==> config.mk <==
export PLATFORM = sky130hd
export DESIGN_NAME = sbit_ctrl
export DESIGN_NICKNAME = d
export VERILOG_FILES = /design/src/design/sbit_pkg.sv /design/src/design/sbit_ctrl.sv
export SDC_FILE = /design/constraint.sdc
export NUM_CORES = 1
export LEC_CHECK = 0
export BUFFER_PORTS_ARGS = -buffer_cell sky130_fd_sc_hd__buf_2
export CAP_MARGIN = 10
export CORE_UTILIZATION = 41
export CTS_BUF_LIST = sky130_fd_sc_hd__clkbuf_2 sky130_fd_sc_hd__clkbuf_4 sky130_fd_sc_hd__clkbuf_8
export CTS_CLUSTER_SIZE = 25
export DETAILED_ROUTE_END_ITERATION = 8
export PLACE_DENSITY = 0.71
export REMOVE_ABC_BUFFERS = 1
export SYNTH_ARGS = -nofsm -noshare
export SYNTH_HDL_FRONTEND = slang
export SYNTH_SLANG_ARGS = --single-unit
==> constraint.sdc <==
create_clock -name clk_i -period 2.6 [get_ports clk_i]
set_input_delay 0.13 -clock clk_i [delete_from_list [all_inputs] [get_ports clk_i]]
set_output_delay 0.13 -clock clk_i [all_outputs]
set_load 0.01 [all_outputs]
==> src/design/sbit_pkg.sv <==
// shared types and constants for the sorted breakpoint interpolation table
package sbit_pkg;

  localparam int TABLE_DEPTH = 64;
  localparam int IDX_W       = $clog2(TABLE_DEPTH);
  localparam int CNT_W       = $clog2(TABLE_DEPTH + 1);
  localparam int RIDX_W      = 6;
  localparam int RCNT_W      = 7;
  localparam int MUL_STEPS   = 33;
  localparam int DIV_STEPS   = 64;
  localparam int STEP_W      = $clog2(DIV_STEPS + 1);

  localparam logic [31:0] Q_MINUS_ONE = 32'hFFFF_0000;

  typedef enum logic [1:0] {
    OP_ADD   = 2'd0,
    OP_SET   = 2'd1,
    OP_EVAL  = 2'd2,
    OP_CLEAR = 2'd3
  } sbit_op_e;

  typedef enum logic [1:0] {
    ST_OK    = 2'd0,
    ST_EMPTY = 2'd1,
    ST_FULL  = 2'd2
  } sbit_status_e;

  typedef enum logic [2:0] {
    RES_CLEAR  = 3'd0,
    RES_EMPTY  = 3'd1,
    RES_FULL   = 3'd2,
    RES_INS    = 3'd3,
    RES_UPD    = 3'd4,
    RES_CUR    = 3'd5,
    RES_PREV   = 3'd6,
    RES_INTERP = 3'd7
  } sbit_res_e;

  typedef struct packed {
    logic signed [31:0] x;
    logic signed [31:0] y;
  } sbit_point_t;

  typedef struct packed {
    logic      accept;
    logic      clear;
    logic      idx_inc;
    logic      idx_dec;
    logic      idx_to_count;
    logic      save_prev;
    logic      set_pos;
    logic      rd_shift;
    logic      wr_upd;
    logic      wr_shift;
    logic      wr_new;
    logic      md_start;
    logic      res_load;
    sbit_res_e res_sel;
    logic      out_load;
  } sbit_cmd_t;

  typedef struct packed {
    sbit_op_e in_op;
    sbit_op_e op;
    logic     idx_at_count;
    logic     idx_at_pos;
    logic     idx_zero;
    logic     cur_ge;
    logic     cur_eq;
    logic     full;
    logic     empty;
    logic     md_done;
    logic     out_free;
  } sbit_stat_t;

endpackage

==> src/design/sbit_ctrl.sv <==
// sequencing of scan, insert shift, update and interpolation
module sbit_ctrl import sbit_pkg::*; (
  input  logic       clk_i,
  input  logic       rst_ni,
  input  logic       in_valid_i,
  output logic       in_ready_o,
  input  sbit_stat_t stat_i,
  output sbit_cmd_t  cmd_o
);
  typedef enum logic [7:0] {
    S_IDLE     = 8'b0000_0001,
    S_SCAN_RD  = 8'b0000_0010,
    S_SCAN_CHK = 8'b0000_0100,
    S_SH_RD    = 8'b0000_1000,
    S_SH_WR    = 8'b0001_0000,
    S_INS      = 8'b0010_0000,
    S_MULDIV   = 8'b0100_0000,
    S_DONE     = 8'b1000_0000
  } sbit_state_e;

  sbit_state_e state_q, state_d;

  assign in_ready_o = state_q == S_IDLE;

  always_comb begin
    state_d = state_q;
    cmd_o   = '0;
    case (state_q)
      S_IDLE: begin
        if (in_valid_i) begin
          cmd_o.accept = 1'b1;
          if (stat_i.in_op == OP_CLEAR) begin
            cmd_o.clear    = 1'b1;
            cmd_o.res_load = 1'b1;
            cmd_o.res_sel  = RES_CLEAR;
            state_d        = S_DONE;
          end else begin
            state_d = S_SCAN_RD;
          end
        end
      end
      S_SCAN_RD: begin
        if (stat_i.idx_at_count) begin
          // query lies past every stored point
          if (stat_i.op == OP_EVAL) begin
            cmd_o.res_load = 1'b1;
            cmd_o.res_sel  = stat_i.empty ? RES_EMPTY : RES_PREV;
            state_d        = S_DONE;
          end else if (stat_i.full) begin
            cmd_o.res_load = 1'b1;
            cmd_o.res_sel  = RES_FULL;
            state_d        = S_DONE;
          end else begin
            cmd_o.set_pos      = 1'b1;
            cmd_o.idx_to_count = 1'b1;
            state_d            = S_SH_RD;
          end
        end else begin
          state_d = S_SCAN_CHK;
        end
      end
      S_SCAN_CHK: begin
        if (stat_i.cur_ge) begin
          if (stat_i.op == OP_EVAL) begin
            if (stat_i.cur_eq || stat_i.idx_zero) begin
              cmd_o.res_load = 1'b1;
              cmd_o.res_sel  = RES_CUR;
              state_d        = S_DONE;
            end else begin
              cmd_o.md_start = 1'b1;
              state_d        = S_MULDIV;
            end
          end else if (stat_i.cur_eq) begin
            cmd_o.wr_upd   = 1'b1;
            cmd_o.res_load = 1'b1;
            cmd_o.res_sel  = RES_UPD;
            state_d        = S_DONE;
          end else if (stat_i.full) begin
            cmd_o.res_load = 1'b1;
            cmd_o.res_sel  = RES_FULL;
            state_d        = S_DONE;
          end else begin
            cmd_o.set_pos      = 1'b1;
            cmd_o.idx_to_count = 1'b1;
            state_d            = S_SH_RD;
          end
        end else begin
          cmd_o.save_prev = 1'b1;
          cmd_o.idx_inc   = 1'b1;
          state_d         = S_SCAN_RD;
        end
      end
      S_SH_RD: begin
        if (stat_i.idx_at_pos) begin
          state_d = S_INS;
        end else begin
          cmd_o.rd_shift = 1'b1;
          state_d        = S_SH_WR;
        end
      end
      S_SH_WR: begin
        cmd_o.wr_shift = 1'b1;
        cmd_o.idx_dec  = 1'b1;
        state_d        = S_SH_RD;
      end
      S_INS: begin
        cmd_o.wr_new   = 1'b1;
        cmd_o.res_load = 1'b1;
        cmd_o.res_sel  = RES_INS;
        state_d        = S_DONE;
      end
      S_MULDIV: begin
        if (stat_i.md_done) begin
          cmd_o.res_load = 1'b1;
          cmd_o.res_sel  = RES_INTERP;
          state_d        = S_DONE;
        end
      end
      S_DONE: begin
        if (stat_i.out_free) begin
          cmd_o.out_load = 1'b1;
          state_d        = S_IDLE;
        end
      end
      default: state_d = S_IDLE;
    endcase
  end

  always_ff @(posedge clk_i or negedge rst_ni) begin
    if (!rst_ni) begin
      state_q <= S_IDLE;
    end else begin
      state_q <= state_d;
    end
  end
endmodule

* Word-level counts from Yosys, hierarchy flattened
Cells that the tools add are included.
Storage, ports and cells: word-level logic and storage cells 66, input port bits 16, output and inout port bits 18, bits in registers 8
Operators by class: muxes and demuxes 50, reduce and logical (&&, ||, !) cells 2, eq/ne operators 13
Operator list (count):
- $mux 8 | 11
- $pmux 8 s8 | 1
- $mux 4 | 9
- $mux 1 | 22
- $pmux 4 s5 | 1
- $eq 8x1->1 const B | 1
- $eq 8x2->1 const B | 1
- $eq 8x3->1 const B | 1
- $eq 8x4->1 const B | 1
- $eq 8x5->1 const B | 1
- $eq 8x6->1 const B | 1
- $eq 8x7->1 const B | 1
- $eq 8x8->1 const B | 1
- $mux 6 | 1
- $ne 2x2->1 const B | 3
- $mux 5 | 1
- $eq 2x2->1 const B | 2
- $mux 2 | 2
- $mux 3 | 1
- $reduce_and 3->1 | 1
- $pmux 1 s2 | 1
- $logic_or 1x1->1 | 1

* Depth between registers and ports, before layout
depth after elaboration 5, mapped depth 6, depth with buffers taken out 4

* Least setup slack after synthesis
Ideal clock, no wire load.
kind reg2out, start point register state_q[5], end point output cmd_o[12] (netlist name), path slack 534 ps, data arrival time 1936 ps, data required time 2470 ps, cell stages (with the launch flop) 6, cell sequence dfrtp_1 > or4_4 > or4_4 > o21ai_0 > and2_1 > buf_4
RTL lines:
- from (decl) | RTL line sbit_ctrl.sv:21 | sbit_state_e state_q, state_d;
- from (signal assigned) | RTL line sbit_ctrl.sv:133 | state_q <= state_d;
- to (decl) | RTL line sbit_ctrl.sv:8 | output sbit_cmd_t cmd_o

==> flow_summary.html <==
<table>
<tr><th>Metric</th><th>Value</th></tr>
<tr><th colspan="2">Status</th></tr>
<tr><td>Run status</td><td>completed</td></tr>
<tr><th colspan="2">Synth</th></tr>
<tr><td>Commonest cells in the netlist</td><td>nor2_1, dfrtp_1, nor4_1</td></tr>
<tr><td>Dominant synthesized flop cell</td><td>dfrtp_1</td></tr>
<tr><td>Async SR Flop Fraction</td><td>100%</td></tr>
<tr><td>Proportion of netlist area held by the largest area contributor</td><td>25.0%</td></tr>
<tr><td>Avg Synthesized Cell Area</td><td>about 8.0 sq um</td></tr>
<tr><td>Count of flip-flops with a built-in enable after synthesis</td><td>0</td></tr>
<tr><td>Sequential fraction of the synthesis area</td><td>28.8%</td></tr>
<tr><td>Cell with the most instances after synthesis</td><td>nor2_1</td></tr>
<tr><td>Distinct cell type count of the synthesized netlist</td><td>40</td></tr>
<tr><td>Post-synthesis register bit count</td><td>8</td></tr>
<tr><td>Netlist area before placement</td><td>about 700 sq um</td></tr>
<tr><td>Cell type with the largest total area after synthesis</td><td>dfrtp_1</td></tr>
<tr><td>Main area contributors after synthesis</td><td>dfrtp_1, nor4_1, nand2b_1, nor2_1, dfstp_2</td></tr>
<tr><td>Total number of yosys warnings</td><td>0</td></tr>
<tr><td>Instance count of the mapped netlist</td><td>87</td></tr>
<tr><th colspan="2">Power</th></tr>
<tr><td>PwrDens</td><td>a little over 600 nW/um^2</td></tr>
<tr><td>Leakage Power</td><td>0.484 nW</td></tr>
<tr><td>Maximum resistive drop on vdd</td><td>429 uV</td></tr>
<tr><th colspan="2">Critical path</th></tr>
<tr><td>Required time worst endpoint</td><td>between 2 and 2.5 ns</td></tr>
<tr><td>Setup crit end kind</td><td>primary output</td></tr>
<tr><td>Kind of cell adding the most delay to the critical path</td><td>simple AND/OR/NAND/NOR gates</td></tr>
<tr><td>Startpoint kind of the worst setup timing path</td><td>register</td></tr>
<tr><td>Classification of the worst setup path</td><td>reg -&gt; out</td></tr>
<tr><td>Delay of the slowest cell on the worst path</td><td>just under 0.6 ns</td></tr>
<tr><td>Most frequent cell on the critical path</td><td>or4_4</td></tr>
<tr><td>Slowest CP cell</td><td>or4_4</td></tr>
<tr><td>Number of buffers and inverters on the critical path</td><td>1</td></tr>
<tr><td>Worst path arrival time</td><td>~2.4 ns</td></tr>
<tr><td>Largest fanout on the critical path</td><td>11</td></tr>
<tr><td>Cell-by-cell trace of the critical path</td><td>or4_4, or4_4, o21ai_0, a311o_1, buf_2</td></tr>
<tr><th colspan="2">Route</th></tr>
<tr><td>Post-detailed-route count of antenna-violating nets</td><td>0</td></tr>
<tr><td>Vias post-DR</td><td>788</td></tr>
<tr><td>Post-detailed-route DRC marker count</td><td>0</td></tr>
<tr><td>Avg WL per Cell</td><td>~13 um</td></tr>
<tr><td>Drt first-iter violations</td><td>22</td></tr>
<tr><td>Post-detailed-routing wire length</td><td>approximately 1700 um</td></tr>
<tr><td>First drt pass iteration count</td><td>4</td></tr>
<tr><td>Routed via count divided by cell count</td><td>just under 6</td></tr>
<tr><th colspan="2">Clock network</th></tr>
<tr><td>Cell chosen for the clock root</td><td>clkbuf_4</td></tr>
<tr><td>CTS HTree Levels</td><td>1</td></tr>
<tr><td>Max clock buf depth</td><td>2</td></tr>
<tr><td>Worst-path clk slew</td><td>approximately 0.050 ns</td></tr>
<tr><td>CTS tree</td><td>yes</td></tr>
<tr><td>Insertion delay of the later-clocked pin in the worst-skew pair</td><td>0.25 ns</td></tr>
<tr><td>CTS Buf Count</td><td>3</td></tr>
<tr><td>Post-CTS repair timing setup buffer count</td><td>0</td></tr>
<tr><td>Sink count of the clock tree</td><td>8</td></tr>
<tr><th colspan="2">Timing</th></tr>
<tr><td>Post-Route Setup TNS</td><td>0 ns</td></tr>
<tr><td>Final hold violations</td><td>0</td></tr>
<tr><td>Share of the clock period used by the worst path</td><td>a little over nine tenths</td></tr>
<tr><td>RSZ-0062 raised after global routing</td><td>no</td></tr>
<tr><td>Crit path time final</td><td>approximately 2.5 ns</td></tr>
<tr><td>Worst Clk Skew</td><td>between 0.007 and 0.008 ns</td></tr>
<tr><td>Count of final setup violators</td><td>0</td></tr>
<tr><td>Timing-limited maximum frequency</td><td>403 MHz</td></tr>
<tr><td>Slew Limit Fails</td><td>0</td></tr>
<tr><td>Worst-margin pin slew</td><td>0.563 ns</td></tr>
<tr><td>Worst slew margin relative to its limit</td><td>62.2%</td></tr>
<tr><th colspan="2">Global route</th></tr>
<tr><td>Global-route met2 utilization</td><td>32.2%</td></tr>
<tr><td>Met1 Use GR</td><td>about 28%</td></tr>
<tr><td>Gr busiest metal</td><td>met2</td></tr>
<tr><td>Via count of the first global-routing pass</td><td>slightly above 700</td></tr>
<tr><td>Global route overflow</td><td>0</td></tr>
<tr><td>Number of antenna violations at the first check in global routing</td><td>0</td></tr>
<tr><td>First-pass GRT wire length</td><td>a little under 3000 um</td></tr>
<tr><td>Maximum number of pins on one net before global-route repair</td><td>12</td></tr>
<tr><td>Total track usage</td><td>around a fifth</td></tr>
<tr><td>Met3 global-route usage</td><td>2.98%</td></tr>
<tr><th colspan="2">Cells and area</th></tr>
<tr><td>Net count of the finished layout</td><td>about 140</td></tr>
<tr><td>Register bank with the most flops</td><td>state_q</td></tr>
<tr><td>Final antenna diode count</td><td>0</td></tr>
<tr><td>Relative area change from synthesis to final layout</td><td>28.4%</td></tr>
<tr><td>Number of flip-flops under the largest register name</td><td>8</td></tr>
<tr><td>Layout cells sized above 1</td><td>38.7%</td></tr>
<tr><td>Fill cell instance count of the final layout</td><td>about 140</td></tr>
<tr><td>Storage cell area</td><td>about 200 sq um</td></tr>
<tr><td>Total area of multi-input combinational cells</td><td>roughly 450 sq um</td></tr>
<tr><td>Final Instance Count excl. Fillers</td><td>135</td></tr>
<tr><td>Leading registers by flop count</td><td>state_q (8)</td></tr>
<tr><th colspan="2">Floorplan</th></tr>
<tr><td>Die boundary height</td><td>around 43 um</td></tr>
<tr><td>Count of standard-cell rows</td><td>14</td></tr>
<tr><td>Die span in x</td><td>about 43 um</td></tr>
<tr><td>Die outline area</td><td>between 1500 and 2000 sq um</td></tr>
<tr><td>Core area</td><td>roughly 1500 sq um</td></tr>
<tr><td>Effective utilization at floorplan</td><td>between 40 and 50%</td></tr>
<tr><td>IO Pins</td><td>34</td></tr>
<tr><th colspan="2">Placement</th></tr>
<tr><td>Post-DP HPWL</td><td>~1400 um</td></tr>
<tr><td>Placed cell count</td><td>130</td></tr>
<tr><td>Number of I/O port buffers</td><td>33</td></tr>
<tr><td>Gpl congestion</td><td>0.810</td></tr>
<tr><th colspan="2">Min path</th></tr>
<tr><td>Hold WC Path Type</td><td>in -&gt; reg</td></tr>
<tr><th colspan="2">Run</th></tr>
<tr><td># Max-Cap Violations</td><td>0</td></tr>
</table>
## power by group
part           total, mW  internal, mW  switching (mW)  leakage, nW
sequential         0.180         0.152          0.0274        0.107
combinational      0.258         0.114           0.144        0.359
clock              0.109        0.0689          0.0398       0.0184
## routing by layer
| metal | routed length, um | vias up |
|---|---|---|
| met5 | 0 | - |
| met4 | 14 | 0 |
| met3 | 68 | 2 |
| met2 | 903 | 22 |
| met1 | 745 | 368 |
| li1 | - | 396 |
## cells in the final DEF (no fill, tap or decap), types with 3 or more instances in the layout
| master | count |
|---|---|
| nor2b_1 | 4 |
| a21oi_1 | 3 |
| nor4_1 | 6 |
| o21ai_0 | 3 |
| nor2_1 | 8 |
| inv_1 | 3 |
| nand2_1 | 3 |
| dfrtp_1 | 7 |
| clkbuf_4 | 4 |
| buf_2 | 33 |
| nand3_1 | 3 |
| nand2b_1 | 5 |
| nor3_1 | 3 |
## kinds of logic (layout without fill, tap and decap cells)
family                 Yosys count  after routing  synth area share, %
flip-flops                       8              8                 28.8
buffers and inverters           10             42                 7.15
AND/OR/NAND/NOR                 47             47                 40.1
AO/OA/AOI/OAI                   22             22                 24.0
## path summary, 6_finish.rpt
check,slack (ns),from,depth (start not counted),end
worst min-delay path,0.05,stat_i[7],2,state_q[4]
max in group asynchronous,2.13,rst_ni,2,state_q[0]
worst max register to register,0.61,state_q[4],4,state_q[3]
worst min register to register,0.62,state_q[1],2,state_q[2]
min in group asynchronous,0.23,rst_ni,2,state_q[7]
worst max-delay path,0.12,state_q[4],5,cmd_o[2]
## stage by stage
| step | worst slack [ns] | util (%) | instance area [sq um] | total power, mW | hold slack (ns) |
|---|---|---|---|---|---|
| after floorplan | 0.556 | - | 661 | 0.354 | -0.166 |
| after detailed placement | 0.406 | 55.4 | 853 | 0.437 | -0.0275 |
| after global placement | 0.437 | 55.4 | 853 | 0.434 | -0.0269 |
| final | 0.116 | 58.3 | 898 | 0.546 | 0.0479 |
| after CTS | 0.122 | 58.0 | 893 | 0.550 | 0.0414 |
| after global routing | 0.0162 | 58.3 | 898 | 0.598 | 0.0405 |
## timing repair
| item | in CTS | in global routing |
|---|---|---|
| endpoints found under the hold margin | 8 | 0 |
| hold buffers | 1 | 0 |
| gates resized for setup | 0 | 1 |
| endpoints found under the setup margin | 0 | 2 |
## layout make-up
type	count	share of cell area, %
tap	16	2.23
multi-input combinational	69	50.4
clock buffer	4	3.34
sequential	8	22.4
inverter	3	1.25
timing repair buffer	35	20.3
Note: power is estimated with default switching activity, not from simulation.
